==> src/hdl/ccr_pkg.sv <==
// Package with the types, constants and the linearization table of the contrast ratio block.
package ccr_pkg;

  localparam int unsigned FracBits  = 16;
  localparam int unsigned RatioW    = FracBits + 5;
  localparam int unsigned LumW      = FracBits + 1;
  localparam int unsigned ChanW     = 8;
  localparam int unsigned LinShift  = 31 - FracBits;
  localparam int unsigned ProdW     = LumW + 16;
  localparam int unsigned SumW      = ProdW + 2;
  localparam int unsigned StepsPerStage = 3;
  localparam int unsigned DivStages = (RatioW + StepsPerStage - 1) / StepsPerStage;
  localparam int unsigned NumLowW   = RatioW - FracBits;

  localparam logic [15:0] WeightR = 16'd13933;
  localparam logic [15:0] WeightG = 16'd46871;
  localparam logic [15:0] WeightB = 16'd4732;

  localparam logic [RatioW-1:0] RatioOne  = RatioW'(1) << FracBits;
  localparam logic [RatioW-1:0] RatioMax  = RatioW'(21) << FracBits;
  localparam logic [RatioW-1:0] BodyReset = RatioW'(9) << (FracBits - 1);
  localparam logic [RatioW-1:0] SecReset  = RatioW'(7) << FracBits;

  typedef enum logic {
    REG_BODY_FLOOR = 1'b0,
    REG_SEC_FLOOR  = 1'b1
  } cfg_reg_e;

  typedef struct packed {
    logic [ChanW-1:0] fg_red;
    logic [ChanW-1:0] fg_green;
    logic [ChanW-1:0] fg_blue;
    logic [ChanW-1:0] bg_red;
    logic [ChanW-1:0] bg_green;
    logic [ChanW-1:0] bg_blue;
  } req_t;

  typedef struct packed {
    logic [RatioW-1:0] contrast_ratio;
    logic [LumW-1:0]   fg_luminance;
    logic [LumW-1:0]   bg_luminance;
    logic              meets_body_text;
    logic              meets_security;
  } rsp_t;

  typedef struct packed {
    logic            vld;
    logic [LumW-1:0] r;
    logic [LumW-1:0] g;
    logic [LumW-1:0] b;
  } lin_t;

  typedef struct packed {
    logic              vld;
    logic [RatioW-1:0] rem;
    logic [RatioW-1:0] low;
    logic [RatioW-1:0] quo;
    logic [RatioW-1:0] den;
    logic [LumW-1:0]   lf;
    logic [LumW-1:0]   lb;
  } div_t;

  typedef logic [LumW-1:0] lin_table_t [256];

  function automatic logic [63:0] pow5_q31(logic [63:0] w);
    logic [63:0] w2;
    logic [63:0] w4;
    w2 = (w * w) >> 31;
    w4 = (w2 * w2) >> 31;
    return (w4 * w) >> 31;
  endfunction

  function automatic logic [LumW-1:0] lin_value(logic [63:0] c);
    logic [63:0] one;
    logic [63:0] v;
    logic [63:0] x;
    logic [63:0] x2;
    logic [63:0] w;
    logic [63:0] cand;
    logic [63:0] rnd;
    one = 64'd1 << 31;
    w = 64'd0;
    if (c <= 64'd10) begin
      v = ((64'd100 * c) << 31) / 64'd329460;
    end else begin
      x  = ((64'd1000 * c + 64'd14025) << 31) / 64'd269025;
      x2 = (x * x) >> 31;
      for (int b = 31; b >= 0; b--) begin
        cand = w | (64'd1 << b);
        if (cand <= one && pow5_q31(cand) <= x2) begin
          w = cand;
        end
      end
      if (one <= x2 && pow5_q31(one) <= x2) begin
        w = one;
      end
      v = (x2 * w) >> 31;
    end
    rnd = (v + (64'd1 << (LinShift - 1))) >> LinShift;
    return rnd[LumW-1:0];
  endfunction

  function automatic lin_table_t build_lin_table();
    lin_table_t t;
    for (int i = 0; i < 256; i++) begin
      t[i] = lin_value(64'(i));
    end
    return t;
  endfunction

  localparam lin_table_t LinTable = build_lin_table();

  function automatic div_t div_step(div_t s);
    div_t o;
    logic [RatioW:0] t;
    o = s;
    t = {s.rem, s.low[RatioW-1]};
    o.low = s.low << 1;
    if (t >= {1'b0, s.den}) begin
      t = t - {1'b0, s.den};
      o.quo = {s.quo[RatioW-2:0], 1'b1};
    end else begin
      o.quo = {s.quo[RatioW-2:0], 1'b0};
    end
    o.rem = t[RatioW-1:0];
    return o;
  endfunction

endpackage

==> src/hdl/ccr_div.sv <==
// Pipelined restoring divider for the contrast ratio, a few quotient bits per stage.
module ccr_div (
  input  logic         clk_i,
  input  logic         rst_ni,
  input  ccr_pkg::div_t div_i,
  output ccr_pkg::div_t div_o
);

  ccr_pkg::div_t stg_d [ccr_pkg::DivStages];
  ccr_pkg::div_t stg_q [ccr_pkg::DivStages];

  always_comb begin
    for (int k = 0; k < ccr_pkg::DivStages; k++) begin
      stg_d[k] = (k == 0) ? div_i : stg_q[(k == 0) ? 0 : k - 1];
      for (int s = 0; s < ccr_pkg::StepsPerStage; s++) begin
        if (k * ccr_pkg::StepsPerStage + s < ccr_pkg::RatioW) begin
          stg_d[k] = ccr_pkg::div_step(stg_d[k]);
        end
      end
    end
  end

  always_ff @(posedge clk_i or negedge rst_ni) begin
    if (!rst_ni) begin
      for (int k = 0; k < ccr_pkg::DivStages; k++) begin
        stg_q[k] <= '0;
      end
    end else begin
      for (int k = 0; k < ccr_pkg::DivStages; k++) begin
        stg_q[k] <= stg_d[k];
      end
    end
  end

  assign div_o = stg_q[ccr_pkg::DivStages-1];

endmodule

==> config.mk <==
export PLATFORM = sky130hd
export DESIGN_NAME = ccr_div
export DESIGN_NICKNAME = d
export VERILOG_FILES = /design/src/hdl/ccr_pkg.sv /design/src/hdl/ccr_div.sv
export SDC_FILE = /design/constraint.sdc
export NUM_CORES = 2
export LEC_CHECK = 0
export BUFFER_PORTS_ARGS = -buffer_cell sky130_fd_sc_hd__buf_2
export CORE_ASPECT_RATIO = 2
export CORE_MARGIN = 2
export CORE_UTILIZATION = 35
export CTS_CLUSTER_SIZE = 40
export DETAILED_ROUTE_END_ITERATION = 12
export HOLD_SLACK_MARGIN = 0.05
export PLACE_DENSITY = 0.59
export RECOVER_POWER = 100
export SYNTH_ARGS = -nofsm -noshare
export SYNTH_HDL_FRONTEND = slang
export SYNTH_SLANG_ARGS = --single-unit
==> constraint.sdc <==
create_clock -name clk_i -period 9.4 [get_ports clk_i]
set_input_delay 0.47 -clock clk_i [delete_from_list [all_inputs] [get_ports clk_i]]
set_output_delay 0.47 -clock clk_i [all_outputs]
set_load 0.005 [all_outputs]
Word-level counts from Yosys, hierarchy flattened
Cells that the tools add are included.
{"block": "classes", "addsub": 21, "order_cmp": 21, "mux": 42}
{"cell": "22-bit by 21-bit >= comparator with 1-bit output", "n": 21}
{"cell": "21-bit 2-to-1 mux", "n": 21}
{"cell": "21-bit subtractor", "n": 21}
{"cell": "1-bit 2-to-1 mux", "n": 21}
{"block": "word_totals", "ff_bits": 686, "wordCells": 132}

Depth between registers and ports, before layout
{"block": "logic_depth", "depth_word": 6, "depth_mapped": 42}

Least setup slack after synthesis
Ideal clock, no wire load.
{"block": "synth_timing", "path_kind": "input port to flip-flop", "from": "in div_i[96] (netlist bit)", "to": "reg stg_q[822] (netlist bit)", "setup_time_ps": 125, "arrival_time_ps": 8548, "required_ps": 9275, "slack_ps": 727, "cell_stages": 38, "n_path_buf": 4, "path_cell_list": "inv_1 ha_1 inv_1 fa_1 a21o_1 a221oi_2 o2111a_1 or2_1 a21oi_1 a2111oi_4 buf_2 mux2_2 ha_1 a211oi_2 o21ai_1 a21oi_2 o211ai_1 a211oi_1 [2 not listed] o21a_2 buf_1 mux2_2 ha_1 a21o_1 a21o_1 a221oi_2 o211ai_1 o21ai_1 o2bb2ai_1 a21oi_1 a211oi_1 nor3b_4 or2_1 buf_4 inv_6 buf_8 mux2_4"}
{"item": "start: declaration", "line": "ccr_div.sv:5", "source": "input ccr_pkg::div_t div_i,"}
{"item": "end signal: indexed assignment", "line": "ccr_div.sv:30", "source": "stg_q[k] <= stg_d[k];"}
{"item": "end: declaration", "line": "ccr_div.sv:10", "source": "ccr_pkg::div_t stg_q [ccr_pkg::DivStages];"}

==> reports/qor.txt <==
Count of max-cap constraint violations = 6
Post-synthesis cell type count = 101
Clock tree skew after final layout = 0.0428 ns
Mapped Cells = 4399
DRC Markers = 0
Number of cells traversed by the worst hold path = 3
Worst stage delay on the critical path = 0.64 ns
Share of async-settable or async-resettable flops after synthesis = 100%
Non-filler cells, final = 6956
Number of vias after detailed routing = 35400
Crit-path max FO = 19
Met3 Routed Length = 3.12 mm
Root buffer cell = sky130_fd_sc_hd__clkbuf_16
Routed length on met1 = 36.9 mm
Number of antenna violations at the first check in global routing = 2
Max Transition Viols Final = 464
Number of design-rule violations left by the first detailed-router iteration = 1137
Outcome = finished with violations
CTS clock-pin slew for the worst setup and hold paths = 0.06 ns
Count of yosys warnings during synthesis = 0
Post-synthesis sequential area ratio = 39.1%
Synthesized flop and latch total = 686
Worst r2r path cells = 38
Die extent in y = 505 um
Top cell type's share of synthesized area = 39.1%
Worst setup path category = flop to flop
WL met2 = 74.9 mm
Reg2reg end = stg_q[575]$_DFF_PN0_
Crit-path most repeated cell = sky130_fd_sc_hd__a21oi_1
Total wire length = 129 mm
Initial Utilization = 35.3%
Max H-tree Level = 3
Worst min-delay path class = primary input to flop
Fillers = 12100
CTS tree = yes
Detailed placement HPWL = 109 mm
Total Neg Setup Slack = 0 ns
Final estimated routing congestion in global placement = 0.932
Number of primary I/O pins = 240
Clock latency on the worst-skew pair = 0.69 ns
Number of global-route vias before repair = 38700
Placed Area = 51000 um^2
Final setup vio count = 0
Final count of hold timing violations = 0
Area taken by flip-flops and latches = 17200 um^2
Dpl cells = 6745
Mean instance size in the synthesized netlist = 9.98 um^2
Multi-input gate area in the final layout = 24500 um^2
Primary FF master, synth = sky130_fd_sc_hd__dfrtp_1
Die area = 128000 um^2
Count of flip-flops with a built-in enable after synthesis = 0
Worst path arrival time = 9.86 ns
Final #Nets = 5814
Die Width = 254 um
Relative max-transition margin = -202%
Worst Tran Pin Value = 4.53 ns
Final worst path period need = 9.32 ns
Kind of launch point of the worst setup path = flop
Global-route usage over all layers = 20.0%
Crit path capture type = flop
Vias per cell = 5.09
Standard-cell rows = 183
Critical path data required time = 9.94 ns
R2R Setup Slk = 0.08 ns
FMAX = 107 MHz
Number of clock sinks seen by CTS = 686
Global-route wire length before repair = 198 mm
Cell with the biggest individual delay on the critical path = sky130_fd_sc_hd__a221oi_1
DRT antenna net count = 0
Core Region = 124000 um^2
Average detailed-routed wire length per instance = 18.6 um
Number of buffers inserted during clock tree synthesis = 70
Number of iterations in the first detailed-routing pass = 7
Leading area contributor after synthesis = sky130_fd_sc_hd__dfrtp_1
GRT overflow = 0
Cell types with the largest area share after synthesis = sky130_fd_sc_hd__dfrtp_1 (39%), sky130_fd_sc_hd__ha_1 (13%), sky130_fd_sc_hd__xnor2_1 (5.0%)
Hold path startpoint = div_i[94]
Fraction of layout instances using a drive strength above 1 = 20.6%
Top layer reached by signal wires = met4
Final Cell Area = 54200 um^2
Violations in the final reports = capacitance limit, slew limit
Number of input and output port buffers inserted = 197
Sink of the worst hold path = stg_q[811]$_DFF_PN0_
Total standard cell area after synthesis = 43900 um^2
Launch instance of the worst register-to-register path = stg_q[691]$_DFF_PN0_
Number of buffers on the longest clock path = 3
Largest net degree at the start of global routing = 130
Crit share post-route = 99.1%
Area Overhead vs Synth = 23.5%
synth_stat cells, drive strengths merged, types with 12 or more instances:
cell type	number
fa	21
nor2	254
a2bb2oi	14
mux2	187
nand3	70
nand4	62
a32o	15
and3	33
or3	24
a21o	156
a21oi	336
ha	441
o22ai	17
mux2i	68
nand2b	51
xnor2	250
o31ai	18
and2	21
a31oi	32
a211oi	35
o211ai	19
nor2b	52
dfrtp	686
inv	324
a221oi	12
nand2	259
and4	12
a21boi	16
nand3b	12
o21a	60
a22oi	12
o21bai	44
buf	153
nor3	55
nor4	13
o21ai	260
xor2	106
o221ai	24
a211o	12
or2	14
clkbuf	34
cells by family (layout without fill, tap and decap cells):
kind of cell / after synthesis / after routing / synth area share, %
xor gates and xnor gates: 356 / 356 / 7.10
and+or+nand+nor: 944 / 944 / 10.4
other: 1 / 24 / 0.00855
buffers and inverters: 512 / 1381 / 5.55
adders and majority gates: 462 / 462 / 13.5
DFF: 686 / 686 / 39.1
AOI/OAI and AO/OA: 1183 / 1183 / 17.7
muxes: 255 / 255 / 6.59
per-stage QoR:
| step | setup slack (ns) | hold WS, ns | util (%) |
|---|---|---|---|
| floorplan | 0.727 | 0.174 | - |
| global placement | -0.400 | 0.331 | 41.0 |
| finish | 0.0841 | 0.119 | 43.6 |
| CTS | 0.00426 | 0.0662 | 43.6 |
| detailed placement | -0.434 | 0.335 | 41.0 |
| global route | -0.0267 | 0.117 | 43.6 |
cells in the final DEF, fill, tap and decap left out, drive strengths merged, types with 55 or more instances in the layout:
master       instances
mux2i               68
a21oi              336
dlygate4sd3         75
o21ai              260
nand3               70
ha                 441
nor2               254
xnor2              250
inv                335
mux2               187
dfrtp              686
nor3                55
nand2              259
xor2               106
nand4               62
clkbuf             210
a21o               156
buf                729
o21a                60
worst max-delay path: cells and delay by family (launching register included):
kind,cells,cell delay [ns]
simple gates,5,1.06
fa+ha+maj,4,1.28
compound gates,20,4.91
mux,1,0.27
flops,1,0.38
buf+inv,8,1.26
per-layer routing:
metal  track usage (%)  vias to the layer above
met5                 0                        -
met1              15.0                    17000
met2              41.1                      681
li1                  -                    17200
met3              2.15                      436
met4              19.8                        0
layout make-up:
type | count | area share [%]
multi-input cells | 3221 | 45.2
flip-flops and latches | 686 | 31.7
repair buffers | 927 | 12.5
well taps | 1665 | 3.84
clock buffers | 87 | 3.46
inverters | 325 | 2.26
clock inverters | 42 | 1.14
diodes | 3 | 0.0138
worst max-delay path by stage:
stage,from,endpoint,slack (ns),cells after the start
2_1_floorplan,div_i[96],stg_q[822]$_DFF_PN0_,0.73,38
3_3_place_gp,stg_d[169]$_DFF_PN0_,stg_q[217]$_DFF_PN0_,-0.40,39
3_5_place_dp,stg_d[169]$_DFF_PN0_,stg_q[229]$_DFF_PN0_,-0.43,39
4_1_cts,stg_q[572]$_DFF_PN0_,stg_q[462]$_DFF_PN0_,0.004,38
5_1_grt,div_i[34],stg_q[812]$_DFF_PN0_,-0.03,44
6_report,stg_q[691]$_DFF_PN0_,stg_q[575]$_DFF_PN0_,0.08,38
state kept, by name, indices dropped and copies added, names as in the netlist:
register and count:
div_o 98, stg_d 381, stg_q 207
timing repair:
action,CTS,global route
hold endpoints to repair,157,0
hold buffers,75,0
endpoints found under the setup margin,43,56
pin swaps,1,7
setup buffers,0,3
resized for setup,4,17
cloned,0,1
Power is left out: the tool's default activity adds up to more than one toggle a clock period on the data nets, which glitch-free logic cannot reach.
