==> src/hdl/ccr_pkg.sv <==
// Package with the types, constants and the linearization table of the contrast ratio block.
package ccr_pkg;

  localparam int unsigned FracBits  = 16;
  localparam int unsigned RatioW    = FracBits + 5;
  localparam int unsigned LumW      = FracBits + 1;
  localparam int unsigned ChanW     = 8;
  localparam int unsigned LinShift  = 31 - FracBits;
  localparam int unsigned ProdW     = LumW + 16;
  localparam int unsigned SumW      = ProdW + 2;
  localparam int unsigned StepsPerStage = 3;
  localparam int unsigned DivStages = (RatioW + StepsPerStage - 1) / StepsPerStage;
  localparam int unsigned NumLowW   = RatioW - FracBits;

  localparam logic [15:0] WeightR = 16'd13933;
  localparam logic [15:0] WeightG = 16'd46871;
  localparam logic [15:0] WeightB = 16'd4732;

  localparam logic [RatioW-1:0] RatioOne  = RatioW'(1) << FracBits;
  localparam logic [RatioW-1:0] RatioMax  = RatioW'(21) << FracBits;
  localparam logic [RatioW-1:0] BodyReset = RatioW'(9) << (FracBits - 1);
  localparam logic [RatioW-1:0] SecReset  = RatioW'(7) << FracBits;

  typedef enum logic {
    REG_BODY_FLOOR = 1'b0,
    REG_SEC_FLOOR  = 1'b1
  } cfg_reg_e;

  typedef struct packed {
    logic [ChanW-1:0] fg_red;
    logic [ChanW-1:0] fg_green;
    logic [ChanW-1:0] fg_blue;
    logic [ChanW-1:0] bg_red;
    logic [ChanW-1:0] bg_green;
    logic [ChanW-1:0] bg_blue;
  } req_t;

  typedef struct packed {
    logic [RatioW-1:0] contrast_ratio;
    logic [LumW-1:0]   fg_luminance;
    logic [LumW-1:0]   bg_luminance;
    logic              meets_body_text;
    logic              meets_security;
  } rsp_t;

  typedef struct packed {
    logic            vld;
    logic [LumW-1:0] r;
    logic [LumW-1:0] g;
    logic [LumW-1:0] b;
  } lin_t;

  typedef struct packed {
    logic              vld;
    logic [RatioW-1:0] rem;
    logic [RatioW-1:0] low;
    logic [RatioW-1:0] quo;
    logic [RatioW-1:0] den;
    logic [LumW-1:0]   lf;
    logic [LumW-1:0]   lb;
  } div_t;

  typedef logic [LumW-1:0] lin_table_t [256];

  function automatic logic [63:0] pow5_q31(logic [63:0] w);
    logic [63:0] w2;
    logic [63:0] w4;
    w2 = (w * w) >> 31;
    w4 = (w2 * w2) >> 31;
    return (w4 * w) >> 31;
  endfunction

  function automatic logic [LumW-1:0] lin_value(logic [63:0] c);
    logic [63:0] one;
    logic [63:0] v;
    logic [63:0] x;
    logic [63:0] x2;
    logic [63:0] w;
    logic [63:0] cand;
    logic [63:0] rnd;
    one = 64'd1 << 31;
    w = 64'd0;
    if (c <= 64'd10) begin
      v = ((64'd100 * c) << 31) / 64'd329460;
    end else begin
      x  = ((64'd1000 * c + 64'd14025) << 31) / 64'd269025;
      x2 = (x * x) >> 31;
      for (int b = 31; b >= 0; b--) begin
        cand = w | (64'd1 << b);
        if (cand <= one && pow5_q31(cand) <= x2) begin
          w = cand;
        end
      end
      if (one <= x2 && pow5_q31(one) <= x2) begin
        w = one;
      end
      v = (x2 * w) >> 31;
    end
    rnd = (v + (64'd1 << (LinShift - 1))) >> LinShift;
    return rnd[LumW-1:0];
  endfunction

  function automatic lin_table_t build_lin_table();
    lin_table_t t;
    for (int i = 0; i < 256; i++) begin
      t[i] = lin_value(64'(i));
    end
    return t;
  endfunction

  localparam lin_table_t LinTable = build_lin_table();

  function automatic div_t div_step(div_t s);
    div_t o;
    logic [RatioW:0] t;
    o = s;
    t = {s.rem, s.low[RatioW-1]};
    o.low = s.low << 1;
    if (t >= {1'b0, s.den}) begin
      t = t - {1'b0, s.den};
      o.quo = {s.quo[RatioW-2:0], 1'b1};
    end else begin
      o.quo = {s.quo[RatioW-2:0], 1'b0};
    end
    o.rem = t[RatioW-1:0];
    return o;
  endfunction

endpackage

==> src/hdl/ccr_luma.sv <==
// Weighted sum of linear channels into relative luminance, two register stages.
module ccr_luma (
  input  logic                      clk_i,
  input  logic                      rst_ni,
  input  ccr_pkg::lin_t             lin_i,
  output logic                      vld_o,
  output logic [ccr_pkg::LumW-1:0]  lum_o
);

  logic                       vld_q;
  logic [ccr_pkg::ProdW-1:0]  pr_q, pg_q, pb_q;
  logic                       sum_vld_q;
  logic [ccr_pkg::LumW-1:0]   lum_q;
  logic [ccr_pkg::SumW-1:0]   sum_d;

  always_comb begin
    sum_d = ccr_pkg::SumW'(pr_q) + ccr_pkg::SumW'(pg_q) + ccr_pkg::SumW'(pb_q)
          + ccr_pkg::SumW'(32768);
  end

  always_ff @(posedge clk_i or negedge rst_ni) begin
    if (!rst_ni) begin
      vld_q     <= 1'b0;
      sum_vld_q <= 1'b0;
    end else begin
      vld_q     <= lin_i.vld;
      sum_vld_q <= vld_q;
    end
  end

  always_ff @(posedge clk_i) begin
    pr_q  <= ccr_pkg::ProdW'(lin_i.r) * ccr_pkg::ProdW'(ccr_pkg::WeightR);
    pg_q  <= ccr_pkg::ProdW'(lin_i.g) * ccr_pkg::ProdW'(ccr_pkg::WeightG);
    pb_q  <= ccr_pkg::ProdW'(lin_i.b) * ccr_pkg::ProdW'(ccr_pkg::WeightB);
    lum_q <= sum_d[16 +: ccr_pkg::LumW];
  end

  assign vld_o = sum_vld_q;
  assign lum_o = lum_q;

endmodule

==> config.mk <==
export PLATFORM = sky130hd
export DESIGN_NAME = ccr_luma
export DESIGN_NICKNAME = d
export VERILOG_FILES = /design/src/hdl/ccr_pkg.sv /design/src/hdl/ccr_luma.sv
export SDC_FILE = /design/constraint.sdc
export NUM_CORES = 1
export LEC_CHECK = 0
export CAP_MARGIN = 20
export CORE_ASPECT_RATIO = 0.7
export CORE_MARGIN = 2
export CORE_UTILIZATION = 65
export DETAILED_ROUTE_END_ITERATION = 8
export DONT_BUFFER_PORTS = 1
export GPL_TIMING_DRIVEN = 0
export PLACE_DENSITY = 0.81
export SETUP_SLACK_MARGIN = 0.1
export SLEW_MARGIN = 10
export SYNTH_ARGS = -nofsm -noshare
export SYNTH_HDL_FRONTEND = slang
export SYNTH_SLANG_ARGS = --single-unit
==> constraint.sdc <==
create_clock -name clk_i -period 8.7 [get_ports clk_i]
set_input_delay 1.74 -clock clk_i [delete_from_list [all_inputs] [get_ports clk_i]]
set_output_delay 1.74 -clock clk_i [all_outputs]
set_load 0.05 [all_outputs]
## Word level (Yosys, flattened, before mapping)

Cells that the tools add are included.

| cells by class | value |
|---|---|
| add/subtract/negate cells | 3 |
| multiply operators | 3 |

Operators by type and width:

| cell | count |
|---|---|
| $add A31 B33 Y33 | 1 |
| $add A33 B16 Y33 const B | 1 |
| $add A33 B30 Y33 | 1 |
| $mul A17 B16 Y33 const B | 1 |
| $mul A17 B14 Y31 const B | 1 |
| $mul A17 B11 Y28 const B | 1 |

| storage, ports and cells | value |
|---|---|
| register bits after elaboration | 111 |
| bits of input ports | 54 |
| output and inout port bits | 18 |
| word-level logic and storage cells | 12 |

## Depth between registers and ports, before layout

| depth | value |
|---|---|
| depth in word-level cells | 3 |
| depth in mapped cells | 21 |
| depth with buffers taken out | 21 |

## Least setup slack after synthesis

Ideal clock, no wire load.

| path | value |
|---|---|
| path type | input to register |
| start point | input port lin_i[40] (netlist bit) |
| end point | register pr_q[28] (netlist bit) |
| setup time | 0.072 ns |
| data arrival time | 6.428 ns |
| required time | 8.628 ns |
| slack | 2.200 ns |
| stages | 19 |
| path buffers | 0 |
| cells stage by stage | ha_1 > inv_1 > fa_1 > inv_1 > fa_1 > fa_1 > inv_1 > fa_1 > fa_1 > inv_1 > ha_1 > a21oi_1 > o21ai_0 > a221o_1 > a311oi_1 > nor2_1 > a211o_1 > a21oi_1 > xnor2_1 |

| on the way | value |
|---|---|
| cells in the longest elaborated chain, start to end | 1 |

Ends and longest elaborated chain:

| what | line | RTL |
|---|---|---|
| start, declared | ccr_luma.sv:5 | `input ccr_pkg::lin_t lin_i,` |
| $mul A17 B14 Y31 | ccr_luma.sv:32 | `pr_q <= ccr_pkg::ProdW'(lin_i.r) * ccr_pkg::ProdW'(ccr_pkg::WeightR);` |
| end signal, assigned | ccr_luma.sv:32 |  |
| end, declared | ccr_luma.sv:11 | `logic [ccr_pkg::ProdW-1:0] pr_q, pg_q, pb_q;` |

Every way passes these cells.

## Worst setup path after layout

| path | value |
|---|---|
| start point | input port lin_i[43] (netlist bit) |
| end point | register pr_q[30] (netlist bit) |

The elaborated chain is that of the path after synthesis.

==> summary.md <==
| Metric | Value |
|---|---|
| Path class of the lowest-slack min-delay path | `flop to flop` |
| Status | `completed` |
| Tcrit/Tclk final | `0.8146` |
| Number of standard cells after synthesis | `~1800` |
| Number of cells in the design after placement | `roughly 2100` |
| First DRT Iteration DRCs | `824` |
| Final number of setup-violating endpoints | `0` |
| Vias in the first global route | `12860` |
| Post-detailed-route via-to-cell ratio | `5.674` |
| Setup_tns | `0 ns` |
| Clock tree from TritonCTS | `built` |
| Hold Path Origin | `vld_q$_DFF_PN0_` |
| Area growth from synthesis to layout | `4.201%` |
| End point of the worst hold path | `vld_o$_DFF_PN0_` |
| IO Pins | `72` |
| Core utilization of the finished layout | `0.6852` |
| Post-detailed-route DRC marker count | `0` |
| RSZ-0062 raised after global routing | `no` |
| Seq cells post-synth | `~110` |
| Half-perimeter wire length after detailed placement | `34.84 mm` |
| Final Max Tran Viols | `0` |
| CTS buffer count | `9` |
| Final Hold Viols | `0` |
| Seq/Total Area, Yosys | `0.1229` |
| Synthesis warning total | `0` |
| Launching point of the worst reg2reg path | `pr_q[4]$_DFF_P_` |
| Area share of the largest cell type after synthesis | `0.3261` |
| # Max-Cap Violations | `0` |
| Setup slack on the worst flop-to-flop path | `4.92 ns` |
| Shortest clock period the worst path allows after layout | `between 7 and 8 ns` |
| Synthesized area per cell | `10.22 µm²` |
| Wirelength, routed | `39.14 mm` |
| Vias after detailed routing | `12290` |
| Slew at the pin with the worst max-slew slack | `0.9032 ns` |
| Cell type with the largest total area after synthesis | `fa_1` |
| Number of unique standard cell types used by synthesis | `63` |
| Clock sink count | `between 100 and 150` |
| Max-Slew Margin vs Limit | `0.3900` |
| Number of instances on the worst hold path | `0` |
| Initial Util | `0.6576` |
| Resized cells post-CTS | `0` |
| Total die area | `29330 µm²` |
| Root buffer cell | `clkbuf_16` |
| Post-cts hold buffer count | `0` |
| WS Path Type | `input pin to flop` |
| Clock latency on the worst-skew pair | `0.37 ns` |
| Routed wirelength normalized by instance count | `18.08 µm` |
| Biggest area contributors in the synthesized netlist | `fa_1 (33%), ha_1 (27%), dfxtp_1 (12%), inv_1 (8.8%), xnor2_1 (3.2%)` |
| Share of synthesized flip-flops with an asynchronous set or reset | `0.01802` |
| Count of standard-cell rows | `51` |
| Leftover overflow at the end of global routing | `0` |
| Postcts setup bufs | `0` |
| Number of cell instances on the worst register-to-register path | `11` |
| Layout cell share with drive strength beyond 1 | `0.01728` |
| Arrival time at the worst endpoint | `7.36 ns` |
| Startpoint kind of the worst setup timing path | `input pin` |
| Final worst-path setup slack | `1.613 ns` |
| Initial antenna violation count | `0` |
| Number of iterations in the first detailed-routing pass | `5` |
| Clk slew on worst S/H paths | `0.08 ns` |
| Number of nets with antenna violations after detailed routing | `0` |
| Count of flip-flops with a built-in enable after synthesis | `0` |
| Post-route non-filler standard cell count | `roughly 2200` |
| Max clock buf depth | `2` |
| Die height | `between 100 and 150 µm` |
| Width of the die | `203.8 µm` |
| Post-Synthesis Net Count | `roughly 2500` |
| Worst reg2reg endpoint | `lum_o[16]$_DFF_P_` |
| H-Tree Depth | `3` |
| F_max | `approximately 140 MHz` |
| Prevailing post-synth register cell | `dfxtp_1` |
| Total global-route track usage | `0.2895` |
| Total number of nets in the final design | `between 2000 and 3000` |
| Final weighted congestion of routability-driven global placement | `0.9516` |
| Maximum fanout along the worst path | `8` |
| Antenna cell count | `0` |
| Area of the core | `27630 µm²` |
| Layout Skew | `~0.0086 ns` |
| Global-route wire length before repair | `65.30 mm` |
| Required @ worst endpoint | `8.97 ns` |
| Count of input and output buffers | `0` |
| Post-synth design cell area | `roughly 18000 µm²` |
| Worst Setup End Kind | `flop` |
| Worst slack after detailed placement | `1.442 ns` |
| Pin count of the biggest net entering global routing | `20` |
[per-layer routing]
layer / GRT usage / part of all wire
met1: 0.4350 / 0.48
met2: 0.4313 / 0.42
met3: 0.07256 / 0.080
met4: 0.04111 / 0.012
met5: 0 / 0
[stage by stage]
step           cell area, µm²  hold slack, ns
2_1_floorplan           18170          0.3312
3_3_place_gp            18630          0.3436
3_5_place_dp            18630          0.3381
4_1_cts                 18930          0.3556
5_1_grt                 18930          0.3658
6_report                18930          0.3535
[worst max-delay path by stage]
stage | start | endpoint | slack, ns | cells past startpoint
2_1_floorplan | lin_i[40] | pr_q[28]$_DFF_P_ | 2.20 | 19
3_3_place_gp | lin_i[39] | pr_q[30]$_DFF_P_ | 1.37 | 20
3_5_place_dp | lin_i[39] | pr_q[30]$_DFF_P_ | 1.44 | 20
4_1_cts | lin_i[40] | pr_q[30]$_DFF_P_ | 1.76 | 19
5_1_grt | lin_i[39] | pr_q[30]$_DFF_P_ | 1.34 | 20
6_report | lin_i[43] | pr_q[30]$_DFF_P_ | 1.61 | 18
[cells in the final DEF, fill, tap and decap left out, drive strengths merged, types with 3 or more instances in the layout]
cell and count:
or3 3, a211oi 10, and3 12, dfxtp 109, a21o 38, a21boi 3
nor2 50, o21ai 42, o22ai 3, a211o 3, nand3 25, nand4 14
ha 397, o211ai 4, xnor2 67, a21oi 82, nor3 15, nand2 43
o31ai 9, o21bai 16, nand2b 5, xor2 24, fa 296, nor2b 13
or2 5, clkbuf 15, nand3b 3, o21a 8, inv 431, a31oi 14
[final cells by class]
| class | instances | area (µm²) |
|---|---|---|
| multi-input cells | 1234 | 14310 |
| flip-flops and latches | 111 | 2232 |
| plain buffers | 5 | 22.52 |
| well taps | 371 | 464.2 |
| inverters | 428 | 1607 |
| clock inverters | 5 | 46.29 |
| fillers | 2099 | 8698 |
| clock buffers | 11 | 252.7 |
[flip-flops by register name (all words and copies together), names as in the netlist]
| name | cells |
|---|---|
| lum_o | 17 |
| pr_q | 31 |
| pg_q | 33 |
| pb_q | 28 |
| vld_o | 1 |
| vld_q | 1 |
[critical path: stages]
cell and delay, ns:
ha_1 0.42, fa_1 0.49, fa_1 0.62, fa_1 0.46
fa_1 0.53, inv_1 0.06, fa_1 0.48, inv_1 0.04
ha_1 0.16, clkbuf_1 0.19, a21oi_1 0.22, o21ai_0 0.15
a221o_1 0.36, a311oi_1 0.62, o31ai_1 0.20, a21oi_1 0.26
o21ai_0 0.14, xnor2_1 0.23
[cells by family (layout without fill, tap and decap cells)]
group	count (synthesis)	in the layout	synth area share
AOI/OAI and AO/OA	256	256	0.09187
DFF	111	111	0.1229
and+or+nand+nor	194	194	0.05220
buffers and inverters	433	449	0.08966
xor gates and xnor gates	91	91	0.04387
adders and majority gates	693	693	0.5995
[synth_stat cells (all sizes together), types with 2 or more instances]
master / number
o211ai: 4
fa: 296
nand3: 25
or3: 3
o21a: 8
nand2b: 5
a2111o: 2
a311oi: 2
a31oi: 14
or2: 5
clkbuf: 4
dfrtp: 2
nor2b: 13
and3: 12
nand4: 14
a21o: 38
nor2: 50
a221oi: 2
o211a: 2
o31ai: 9
ha: 397
nor3: 15
dfxtp: 109
a21oi: 82
inv: 428
o41ai: 2
o311ai: 2
a21boi: 3
xor2: 24
xnor2: 67
a211o: 3
o21bai: 16
a211oi: 10
o22ai: 3
nand2: 43
nand3b: 3
o21ai: 42
Power is left out: the tool's default activity adds up to more than one toggle a clock period on the data nets, which glitch-free logic cannot reach.
